--- src/sv/date_string_parser_top_macros.svh ---
// ----------------------------------------------------------------------------
// Date string parser assertion macros
// Shared concurrent assertion forms, clocked on clk and disabled in reset.
// ----------------------------------------------------------------------------
`ifndef DATE_STRING_PARSER_TOP_MACROS_SVH
`define DATE_STRING_PARSER_TOP_MACROS_SVH

// Condition that must hold at every clock edge
`define DSP_ASSERT_ALWAYS(label, cond, msg) \
	label: assert property (@(posedge clk) disable iff (!arst_n) (cond)) else $error(msg);

// Condition that must hold in the cycle after a trigger
`define DSP_ASSERT_NEXT(label, trig, cond, msg) \
	label: assert property (@(posedge clk) disable iff (!arst_n) (trig) |=> (cond)) else $error(msg);

`endif

--- src/sv/dsparse_pkg.sv ---
// ----------------------------------------------------------------------------
// Date string parser package
// Beat types, status codes, register indexes and fixed constants.
// ----------------------------------------------------------------------------
package dsparse_pkg;

	// Input beat: one ASCII character of the string
	typedef struct packed {
		logic [7:0] char_code;
		logic       last_char;
	} char_beat_t;

	// Result beat: calendar date or ordinal
	typedef struct packed {
		logic [1:0]  status;
		logic        is_ordinal;
		logic [15:0] year_out;
		logic [3:0]  month_out;
		logic [4:0]  day_out;
		logic [15:0] chapter_out;
		logic [15:0] order_out;
	} result_beat_t;

	// Status codes
	localparam logic [1:0] STATUS_OK      = 2'd0;
	localparam logic [1:0] STATUS_INVALID = 2'd1;
	localparam logic [1:0] STATUS_RANGE   = 2'd2;

	// Register map
	localparam int unsigned APB_ADDR_W = 5;
	localparam logic [2:0] REG_MONTH_FIRST = 3'd0;
	localparam logic [2:0] REG_YEAR_MIN    = 3'd1;
	localparam logic [2:0] REG_YEAR_MAX    = 3'd2;
	localparam logic [2:0] REG_CHAPTER_MAX = 3'd3;
	localparam logic [2:0] REG_ORDER_MAX   = 3'd4;

	// Register reset values
	localparam logic [15:0] YEAR_MIN_RST    = 16'd1900;
	localparam logic [15:0] YEAR_MAX_RST    = 16'd2199;
	localparam logic [15:0] CHAPTER_MAX_RST = 16'd1023;
	localparam logic [15:0] ORDER_MAX_RST   = 16'd1023;

	// Character codes
	localparam logic [7:0] CHAR_ZERO  = 8'h30;
	localparam logic [7:0] CHAR_NINE  = 8'h39;
	localparam logic [7:0] CHAR_SPACE = 8'h20;
	localparam logic [7:0] CHAR_DOT   = 8'h2E;
	localparam logic [7:0] CHAR_DASH  = 8'h2D;
	localparam logic [7:0] CHAR_SLASH = 8'h2F;

	// Field limits and two-digit year window
	localparam logic [4:0]  MONTH_LAST   = 5'd12;
	localparam logic [5:0]  DAY_LAST     = 6'd31;
	localparam logic [6:0]  YEAR_SHORT   = 7'd100;
	localparam logic [4:0]  YEAR_PIVOT   = 5'd30;
	localparam logic [10:0] CENTURY_NEW  = 11'd2000;
	localparam logic [10:0] CENTURY_OLD  = 11'd1900;

	// Divisibility by 25: multiply by the inverse of 25 mod 2^16
	localparam logic [15:0] INV25       = 16'd23593;
	localparam logic [15:0] DIV25_LIMIT = 16'd2621;

endpackage

--- src/sv/date_string_parser_top.sv ---
// ----------------------------------------------------------------------------
// Date string parser
// Reads a date string one character per beat and, on the last character,
// returns a calendar date or a chapter/order ordinal with a status code.
// ----------------------------------------------------------------------------
// A result moves from the input register through s2 and s3 into the output register.
// Throughput: one character per cycle unless a last character waits for s2; the accumulator update is one stage.
// Three result slots (s2, s3, output) absorb a stalled result side.
// Reset (arst_n low, async) clears the fields, the error flag and all
// pipeline valids, and loads the register reset values.
`include "date_string_parser_top_macros.svh"

module date_string_parser_top #(
	parameter int unsigned ACC_WIDTH = 16
) (
	input  logic                                clk,
	input  logic                                arst_n,
	// character channel
	input  logic                                item_valid,
	output logic                                item_ready,
	input  dsparse_pkg::char_beat_t             item_data,
	// result channel
	output logic                                result_valid,
	input  logic                                result_ready,
	output dsparse_pkg::result_beat_t           result_data,
	// register port
	input  logic                                psel,
	input  logic                                penable,
	input  logic                                pwrite,
	input  logic [dsparse_pkg::APB_ADDR_W-1:0] paddr,
	input  logic [31:0]                         pwdata,
	output logic [31:0]                         prdata,
	output logic                                pready
);

	localparam int unsigned CMP_W = (ACC_WIDTH > 16) ? ACC_WIDTH : 16;
	localparam logic [1:0] FIELD_TRAIL = 2'd3;
	localparam logic [1:0] FIELD_LAST  = 2'd2;
	// classification codes carried from s2 to s3
	localparam logic [1:0] KIND_INVALID = 2'd0;
	localparam logic [1:0] KIND_DATE    = 2'd1;
	localparam logic [1:0] KIND_ORD     = 2'd2;
	localparam logic [3:0] MONTH_FEB = 4'd2;
	localparam logic [3:0] MONTH_APR = 4'd4;
	localparam logic [3:0] MONTH_JUN = 4'd6;
	localparam logic [3:0] MONTH_SEP = 4'd9;
	localparam logic [3:0] MONTH_NOV = 4'd11;

	// ------------------------------------------------------------------
	// Register port
	// ------------------------------------------------------------------
	logic        month_first_q;
	logic [15:0] year_min_q;
	logic [15:0] year_max_q;
	logic [15:0] chapter_max_q;
	logic [15:0] order_max_q;
	logic [2:0]  reg_idx;
	logic        reg_wr;

	assign pready  = 1'b1;
	assign reg_idx = paddr[4:2];
	assign reg_wr  = psel && penable && pwrite && pready;

	always_ff @(posedge clk or negedge arst_n) begin
		if (!arst_n) begin
			month_first_q <= 1'b0;
			year_min_q    <= dsparse_pkg::YEAR_MIN_RST;
			year_max_q    <= dsparse_pkg::YEAR_MAX_RST;
			chapter_max_q <= dsparse_pkg::CHAPTER_MAX_RST;
			order_max_q   <= dsparse_pkg::ORDER_MAX_RST;
		end else if (reg_wr) begin
			unique case (reg_idx)
				dsparse_pkg::REG_MONTH_FIRST: month_first_q <= pwdata[0];
				dsparse_pkg::REG_YEAR_MIN:    year_min_q    <= pwdata[15:0];
				dsparse_pkg::REG_YEAR_MAX:    year_max_q    <= pwdata[15:0];
				dsparse_pkg::REG_CHAPTER_MAX: chapter_max_q <= pwdata[15:0];
				dsparse_pkg::REG_ORDER_MAX:   order_max_q   <= pwdata[15:0];
				default: ;
			endcase
		end
	end

	always_comb begin
		unique case (reg_idx)
			dsparse_pkg::REG_MONTH_FIRST: prdata = {31'd0, month_first_q};
			dsparse_pkg::REG_YEAR_MIN:    prdata = {16'd0, year_min_q};
			dsparse_pkg::REG_YEAR_MAX:    prdata = {16'd0, year_max_q};
			dsparse_pkg::REG_CHAPTER_MAX: prdata = {16'd0, chapter_max_q};
			dsparse_pkg::REG_ORDER_MAX:   prdata = {16'd0, order_max_q};
			default:                      prdata = 32'd0;
		endcase
	end

	// ------------------------------------------------------------------
	// Handshake chain: each stage moves when the next one has room
	// ------------------------------------------------------------------
	logic s1_v_s1, s2_v_s2, s3_v_s3, result_valid_q;
	logic s1_go, s2_free, s2_move, s3_free, s3_move, out_free;
	logic [7:0] char_s1;
	logic       last_s1;

	assign out_free   = !result_valid_q || result_ready;
	assign s3_move    = s3_v_s3 && out_free;
	assign s3_free    = !s3_v_s3 || s3_move;
	assign s2_move    = s2_v_s2 && s3_free;
	assign s2_free    = !s2_v_s2 || s2_move;
	// characters that end no string need no downstream slot
	assign s1_go      = s1_v_s1 && (!last_s1 || s2_free);
	assign item_ready = !s1_v_s1 || s1_go;

	// Input register
	always_ff @(posedge clk or negedge arst_n) begin
		if (!arst_n) begin
			s1_v_s1 <= 1'b0;
		end else if (item_valid && item_ready) begin
			s1_v_s1 <= 1'b1;
		end else if (s1_go) begin
			s1_v_s1 <= 1'b0;
		end
	end

	always_ff @(posedge clk) begin
		if (item_valid && item_ready) begin
			char_s1 <= item_data.char_code;
			last_s1 <= item_data.last_char;
		end
	end

	// ------------------------------------------------------------------
	// Field accumulators: per-character update
	// ------------------------------------------------------------------
	logic [ACC_WIDTH-1:0] field_acc_q [3];
	logic [1:0]           field_index_q;
	logic                 error_q;
	logic [ACC_WIDTH-1:0] acc_nxt [3];
	logic [1:0]           idx_nxt;
	logic                 err_nxt;
	logic [ACC_WIDTH-1:0] acc_cur;
	logic [ACC_WIDTH+3:0] acc_x10;
	logic [ACC_WIDTH-1:0] acc_sat;
	logic [3:0]           digit_val;
	logic                 is_digit, is_sep;

	always_comb begin
		unique case (field_index_q)
			2'd0:    acc_cur = field_acc_q[0];
			2'd1:    acc_cur = field_acc_q[1];
			2'd2:    acc_cur = field_acc_q[2];
			default: acc_cur = '0;
		endcase
		is_digit  = (char_s1 >= dsparse_pkg::CHAR_ZERO) && (char_s1 <= dsparse_pkg::CHAR_NINE);
		is_sep    = (char_s1 == dsparse_pkg::CHAR_DOT) || (char_s1 == dsparse_pkg::CHAR_DASH) ||
			(char_s1 == dsparse_pkg::CHAR_SLASH);
		digit_val = 4'(char_s1 - dsparse_pkg::CHAR_ZERO);
		// acc * 10 + digit as two shifts and two adds, saturated
		acc_x10   = ({4'd0, acc_cur} << 3) + ({4'd0, acc_cur} << 1) +
			{{ACC_WIDTH{1'b0}}, digit_val};
		acc_sat   = (|acc_x10[ACC_WIDTH+3:ACC_WIDTH]) ? '1 : acc_x10[ACC_WIDTH-1:0];

		acc_nxt = field_acc_q;
		idx_nxt = field_index_q;
		err_nxt = error_q;
		priority if (is_digit) begin
			if (field_index_q == FIELD_TRAIL) begin
				err_nxt = 1'b1;
			end else begin
				for (int i = 0; i < 3; i++) begin
					if (field_index_q == 2'(i)) acc_nxt[i] = acc_sat;
				end
			end
		end else if (char_s1 == dsparse_pkg::CHAR_SPACE) begin
			// a space closes a non-empty field, else it is skipped
			if (acc_cur != '0 && field_index_q != FIELD_TRAIL) idx_nxt = field_index_q + 2'd1;
		end else if (is_sep) begin
			if (acc_cur == '0 || field_index_q >= FIELD_LAST) err_nxt = 1'b1;
			else idx_nxt = field_index_q + 2'd1;
		end else begin
			err_nxt = 1'b1;
		end
	end

	always_ff @(posedge clk or negedge arst_n) begin
		if (!arst_n) begin
			for (int i = 0; i < 3; i++) field_acc_q[i] <= '0;
			field_index_q <= 2'd0;
			error_q       <= 1'b0;
		end else if (s1_go) begin
			if (last_s1) begin
				for (int i = 0; i < 3; i++) field_acc_q[i] <= '0;
				field_index_q <= 2'd0;
				error_q       <= 1'b0;
			end else begin
				field_acc_q   <= acc_nxt;
				field_index_q <= idx_nxt;
				error_q       <= err_nxt;
			end
		end
	end

	// Snapshot of the finished string
	logic [ACC_WIDTH-1:0] n0_s2, n1_s2, n2_s2;
	logic                 err_s2;

	always_ff @(posedge clk or negedge arst_n) begin
		if (!arst_n) begin
			s2_v_s2 <= 1'b0;
		end else if (s1_go && last_s1) begin
			s2_v_s2 <= 1'b1;
		end else if (s2_move) begin
			s2_v_s2 <= 1'b0;
		end
	end

	always_ff @(posedge clk) begin
		if (s1_go && last_s1) begin
			n0_s2  <= acc_nxt[0];
			n1_s2  <= acc_nxt[1];
			n2_s2  <= acc_nxt[2];
			err_s2 <= err_nxt;
		end
	end

	// ------------------------------------------------------------------
	// Field order and year windowing
	// ------------------------------------------------------------------
	logic [1:0]           kind_c;
	logic [ACC_WIDTH-1:0] year_c;
	logic [3:0]           month_c;
	logic [4:0]           day_c;
	logic                 le12_0, le31_0, le12_1, le31_1, le31_2;

	assign le12_0 = n0_s2 <= ACC_WIDTH'(dsparse_pkg::MONTH_LAST);
	assign le31_0 = n0_s2 <= ACC_WIDTH'(dsparse_pkg::DAY_LAST);
	assign le12_1 = n1_s2 <= ACC_WIDTH'(dsparse_pkg::MONTH_LAST);
	assign le31_1 = n1_s2 <= ACC_WIDTH'(dsparse_pkg::DAY_LAST);
	assign le31_2 = n2_s2 <= ACC_WIDTH'(dsparse_pkg::DAY_LAST);

	always_comb begin
		kind_c  = KIND_INVALID;
		month_c = 4'd0;
		day_c   = 5'd0;
		// two-digit years fall in a window around the century
		year_c  = n2_s2;
		if (n2_s2 < ACC_WIDTH'(dsparse_pkg::YEAR_SHORT)) begin
			year_c = (n2_s2 < ACC_WIDTH'(dsparse_pkg::YEAR_PIVOT)) ?
				n2_s2 + ACC_WIDTH'(dsparse_pkg::CENTURY_NEW) :
				n2_s2 + ACC_WIDTH'(dsparse_pkg::CENTURY_OLD);
		end
		priority if (err_s2) begin
			kind_c = KIND_INVALID;
		end else if (n2_s2 != '0) begin
			kind_c = KIND_DATE;
			priority if (!le31_0 && le12_1 && le31_2) begin
				// year first
				year_c  = n0_s2;
				month_c = n1_s2[3:0];
				day_c   = n2_s2[4:0];
			end else if (le12_0 && le12_1) begin
				month_c = month_first_q ? n0_s2[3:0] : n1_s2[3:0];
				day_c   = month_first_q ? {1'b0, n1_s2[3:0]} : {1'b0, n0_s2[3:0]};
			end else if (le31_0 && le12_1) begin
				day_c   = n0_s2[4:0];
				month_c = n1_s2[3:0];
			end else if (le12_0 && le31_1) begin
				month_c = n0_s2[3:0];
				day_c   = n1_s2[4:0];
			end else begin
				kind_c = KIND_INVALID;
			end
		end else if (n1_s2 != '0) begin
			kind_c = KIND_ORD;
		end else begin
			kind_c = KIND_INVALID;
		end
	end

	logic [1:0]           kind_s3;
	logic [ACC_WIDTH-1:0] year_s3, ch_s3, od_s3;
	logic [3:0]           month_s3;
	logic [4:0]           day_s3;

	always_ff @(posedge clk or negedge arst_n) begin
		if (!arst_n) begin
			s3_v_s3 <= 1'b0;
		end else if (s3_free) begin
			s3_v_s3 <= s2_v_s2;
		end
	end

	always_ff @(posedge clk) begin
		if (s2_move) begin
			kind_s3  <= kind_c;
			year_s3  <= year_c;
			month_s3 <= month_c;
			day_s3   <= day_c;
			ch_s3    <= n0_s2;
			od_s3    <= n1_s2;
		end
	end

	// ------------------------------------------------------------------
	// Range and calendar checks, result register
	// ------------------------------------------------------------------
	function automatic logic [4:0] month_len(input logic [3:0] m, input logic leap);
		logic [4:0] len;
		unique case (m)
			MONTH_APR, MONTH_JUN, MONTH_SEP, MONTH_NOV: len = 5'd30;
			MONTH_FEB: len = leap ? 5'd29 : 5'd28;
			default:   len = 5'd31;
		endcase
		return len;
	endfunction

	logic [CMP_W-1:0] year_w, ch_w, od_w;
	logic [15:0]      year16, mod_prod;
	logic             div25, leap;
	dsparse_pkg::result_beat_t result_c, result_q;

	assign year_w   = CMP_W'(year_s3);
	assign ch_w     = CMP_W'(ch_s3);
	assign od_w     = CMP_W'(od_s3);
	assign year16   = year_w[15:0];
	// y divisible by 25 exactly when y * inv(25) mod 2^16 <= 65535 / 25
	assign mod_prod = 16'(year16 * dsparse_pkg::INV25);
	assign div25    = mod_prod <= dsparse_pkg::DIV25_LIMIT;
	assign leap     = (year16[1:0] == 2'd0) && (!div25 || year16[3:0] == 4'd0);

	always_comb begin
		result_c        = '0;
		result_c.status = dsparse_pkg::STATUS_INVALID;
		unique case (kind_s3)
			KIND_DATE: begin
				priority if (year_w < CMP_W'(year_min_q) || year_w > CMP_W'(year_max_q)) begin
					result_c.status = dsparse_pkg::STATUS_RANGE;
				end else if (month_s3 == 4'd0 || month_s3 > dsparse_pkg::MONTH_LAST[3:0] ||
					day_s3 == 5'd0 || day_s3 > month_len(month_s3, leap)) begin
					result_c.status = dsparse_pkg::STATUS_INVALID;
				end else begin
					result_c.status    = dsparse_pkg::STATUS_OK;
					result_c.year_out  = year16;
					result_c.month_out = month_s3;
					result_c.day_out   = day_s3;
				end
			end
			KIND_ORD: begin
				if (ch_w > CMP_W'(chapter_max_q) || od_w > CMP_W'(order_max_q)) begin
					result_c.status = dsparse_pkg::STATUS_RANGE;
				end else begin
					result_c.status      = dsparse_pkg::STATUS_OK;
					result_c.is_ordinal  = 1'b1;
					result_c.chapter_out = ch_w[15:0];
					result_c.order_out   = od_w[15:0];
				end
			end
			default: result_c.status = dsparse_pkg::STATUS_INVALID;
		endcase
	end

	always_ff @(posedge clk or negedge arst_n) begin
		if (!arst_n) begin
			result_valid_q <= 1'b0;
		end else if (out_free) begin
			result_valid_q <= s3_v_s3;
		end
	end

	always_ff @(posedge clk) begin
		if (s3_move) result_q <= result_c;
	end

	assign result_valid = result_valid_q;
	assign result_data  = result_q;

	// ------------------------------------------------------------------
	// Assertions
	// ------------------------------------------------------------------
	`DSP_ASSERT_NEXT(a_clear_after_last, s1_go && last_s1, field_index_q == 2'd0 && !error_q && field_acc_q[0] == '0 && field_acc_q[1] == '0 && field_acc_q[2] == '0, "field state not cleared after last character")
	`DSP_ASSERT_ALWAYS(a_date_fields_legal, !(result_valid_q && result_q.status == dsparse_pkg::STATUS_OK && !result_q.is_ordinal) || (result_q.month_out != 4'd0 && result_q.month_out <= 4'd12 && result_q.day_out != 5'd0), "ok date with illegal month or day")
	`DSP_ASSERT_ALWAYS(a_fail_fields_zero, !(result_valid_q && result_q.status != dsparse_pkg::STATUS_OK) || (result_q.year_out == 16'd0 && result_q.chapter_out == 16'd0 && result_q.order_out == 16'd0 && !result_q.is_ordinal), "failed result carries nonzero fields")

endmodule
--- config.mk ---
export PLATFORM = sky130hd
export DESIGN_NAME = date_string_parser_top
export DESIGN_NICKNAME = d
export VERILOG_FILES = /design/src/sv/dsparse_pkg.sv /design/src/sv/date_string_parser_top.sv
export VERILOG_INCLUDE_DIRS = /design/src /design/src/sv
export SDC_FILE = /design/constraint.sdc
export NUM_CORES = 1
export LEC_CHECK = 0
export ABC_AREA = 0
export BUFFER_PORTS_ARGS = -buffer_cell sky130_fd_sc_hd__buf_2
export CORE_UTILIZATION = 25
export DETAILED_ROUTE_END_ITERATION = 8
export RECOVER_POWER = 100
export SLEW_MARGIN = 0
export SYNTH_ARGS = -nofsm -noshare
export SYNTH_HDL_FRONTEND = slang
export SYNTH_SLANG_ARGS = --single-unit
--- constraint.sdc ---
create_clock -name clk -period 14.7 [get_ports clk]
set_clock_uncertainty 0.1 [all_clocks]
set_input_delay 2.205 -clock clk [delete_from_list [all_inputs] [get_ports clk]]
set_output_delay 2.205 -clock clk [all_outputs]
set_load 0.005 [all_outputs]
==> flow_metrics.py <==
metrics = {
    "placement": {
        "hpwl_um": 36530,
        "io_buffers": 112,
        "gp_congestion": 0.8820,
    },
    "logic_synthesis": {
        "yosysMostFrequentCell": "edfxtp_1",
        "synth_area_per_cell_um2": 10.53,
        "synth-edff-count": 177,
        "ys_ff_latch": 297,
        "synth.area.top_cells": "edfxtp_1 (31%), dfrtp_1 (13%), ha_1 (12%)",
        "ys_top_cells_by_count": "edfxtp_1 (177), ha_1 (171), o21ai_0 (165), inv_1 (133), nand2_1 (126)",
        "yosysTopAreaCell": "edfxtp_1",
        "synthDistinctLibCells": 77,
        "ys.flop_type": "edfxtp_1",
        "syn_area_um2": 17300,
        "yosys_warnings": 0,
        "yosys.area.top_type_share_pct": 30.72,
        "postSynthCellCount": 1643,
        "async_flop_share_pct": 40.40,
        "seq_area_frac_synth_pct": 48.31,
    },
    "sta": {
        "final-setup-viol-count": 0,
        "fmax_mhz": 124.7,
        "rsz0062_at_grt": "no",
        "finalCriticalPeriod_ns": 8.022,
        "relSlewSlack_pct": -195.1,
        "worst_slew_pin_slew_ns": 4.427,
        "hold_violations": 0,
        "maxSlewViolCount": 399,
        "fin_crit_sh_pct": 54.57,
        "tns_ns": 0,
    },
    "floorplanning": {
        "die_area_um2": 70270,
        "die_h_um": 265.1,
        "die_w_um": 265.1,
        "core_um2": 68590,
        "initial_core_util_pct": 25.23,
        "io_pins": 148,
        "fp-row-count": 96,
    },
    "worst_setup_path": {
        "critPathMaxFanout": 87,
        "crit_slowest_cell": "clkbuf_1",
        "setup.worst_path.start_class": "flop",
        "cp-end-kind": "flop",
        "worstPathRequired_ns": 14.67,
        "path_buf_inv": 2,
        "cp_num_cells": 14,
        "cp.arrival_ns": 7.99,
        "crit_top_cell": "fa_1",
        "crit_path_max_incr_delay_ns": 2.56,
        "crit_family": "buffers and inverters",
        "crit_type": "flop to flop",
        "cp_cell_sequence": "inv_1, ha_1, a222oi_1, nor2_1, fa_1, fa_1, a21o_1, a221oi_1, o21ai_0, o22ai_1, o2bb2ai_1, nor3_4, clkbuf_1, a31oi_1",
        "r2r_cells": 14,
    },
    "grt": {
        "grt_pass1_wl_um": 74590,
        "grt_overflow": 0,
        "grt_pass1_vias": 13010,
        "use_met3_pct": 2.129,
        "grt_max_degree": 88,
        "grt_usage_pct": 13.70,
        "antenna_found_initial": 1,
        "grt-busiest-layer": "met2",
        "grtUsageMet1_pct": 16.52,
        "use_met2_pct": 24.02,
    },
    "job": {
        "cap_violations": 7,
    },
    "cts": {
        "hold_buffers": 0,
        "cts_setup_buffers": 0,
        "cts_tree": "yes",
        "htree_levels": 2,
        "worst_skew_pair.late_latency_ns": 0.56,
        "cts_root_buf": "clkbuf_16",
        "clockBufferDepth": 3,
        "numCtsBuffers": 36,
        "cts.sinks": 297,
        "cts.repair.resized": 0,
        "clk_pin_slew_ns": 0.06,
    },
    "drt": {
        "drt_first_pass_iters": 7,
        "antenna_left": 0,
        "drc": 0,
        "vias_per_cell": 4.786,
        "drt-initial-drc-count": 1052,
        "num_vias": 12860,
        "detail_route.wirelength_um": 48300,
        "post_drt_wl_per_cell_um": 17.97,
    },
    "finish": {
        "drive_gt1_share_pct": 10.02,
        "seqCellArea_um2": 8359,
        "layout.nets": 1973,
        "largest_register_ffs": 60,
        "fillCellCount": 7110,
        "area_delta_synth_final_pct": 14.49,
        "n_antenna_cell": 0,
        "multi_input_area_um2": 8035,
    },
    "power": {
        "power_leakage_nw": 8.073,
        "ir_drop_mv": 0.06173,
        "total_power_w": 0.002500,
        "cellPowerDensity_nw_per_um2": 126.2,
    },
    "run_status": {
        "status": "finished, violations left",
        "violations": "max-capacitance violations, max-slew violations",
    },
    "worst_hold_path": {
        "hold_class": "flop to flop",
        "whs_path_depth": 0,
    },
}
[report_power, final]
part / switching, W / internal [W]
Clock: 0.000373 / 0.000536
Sequential: 0.0000463 / 0.000983
Combinational: 0.000340 / 0.000221
Total: 0.000759 / 0.00174
[path summary, 6_finish.rpt]
check | start | slack (ns) | to
min in group asynchronous | arst_n | 2.26 | order_max_q[10]
worst max-delay path | field_index_q[0] | 6.68 | n1_s2[5]
max in group asynchronous | arst_n | 7.00 | field_index_q[0]
worst min-delay path | n1_s2[5] | 0.35 | od_s3[5]
worst max register to register | field_index_q[0] | 6.68 | n1_s2[5]
worst min register to register | n1_s2[5] | 0.35 | od_s3[5]
[per-stage QoR]
step           area (µm²)  hold WS, ns  worst slack, ns  util [%]  instances
2_1_floorplan       17360       0.3268            7.435         -       1658
3_3_place_gp        18750       0.3426            7.930     27.34       2622
3_5_place_dp        18750       0.3390            7.884     27.34       2622
4_1_cts             19960       0.3507            7.789     29.10       2688
5_1_grt             19810       0.3645            5.926     28.89       2688
6_report            19810       0.3483            6.678     28.89       2688
[cell type report]
| type | count | share of cell area [%] |
|---|---|---|
| clock buffer | 47 | 4.806 |
| clock inverter | 19 | 1.295 |
| inverter | 133 | 2.520 |
| multi-input combinational | 1138 | 40.56 |
| sequential | 297 | 42.19 |
| tap | 931 | 5.880 |
| timing repair buffer | 123 | 2.747 |
[worst register-to-register path, stage by stage, from the launching register on]
cell and delay, ns:
dfrtp_1 0.41, inv_1 0.11, ha_1 0.71, a222oi_1 0.35, nor2_1 0.31, fa_1 0.52, fa_1 0.48, a21o_1 0.22
a221oi_1 0.44, o21ai_0 0.22, o22ai_1 0.24, o2bb2ai_1 0.18, nor3_4 0.13, clkbuf_1 2.56, a31oi_1 0.59
[cells by family after synthesis]
family / count (synthesis) / synth area share [%]
AOI/OAI and AO/OA: 448 / 16.64
and+or+nand+nor: 441 / 12.29
DFF: 297 / 48.31
buffers and inverters: 223 / 5.503
adders and majority gates: 191 / 14.68
xor gates and xnor gates: 30 / 1.757
muxes: 11 / 0.7737
other: 2 / 0.04340
[placed cells by master (no fill, tap or decap), types with 32 or more instances in the layout]
| master | Yosys | final |
|---|---|---|
| inv_1 | 133 | 133 |
| o21ai_0 | 165 | 165 |
| a21oi_1 | 46 | 53 |
| nand2_1 | 126 | 126 |
| a31oi_1 | 61 | 61 |
| ha_1 | 171 | 171 |
| dfstp_2 | 33 | 32 |
| nor2_1 | 121 | 121 |
| edfxtp_1 | 177 | 177 |
| and2_0 | 2 | 42 |
| dfrtp_1 | 87 | 87 |
| clkbuf_1 | 57 | 69 |
| buf_2 | 8 | 59 |
| clkbuf_16 | 0 | 36 |
[per-layer routing]
metal | up-vias | share of wire (%)
li1 | 6156 | -
met1 | 6231 | 41
met2 | 372 | 50
met3 | 105 | 4.6
met4 | 0 | 4.3
met5 | - | 0
(Power assumes the default switching activity.)
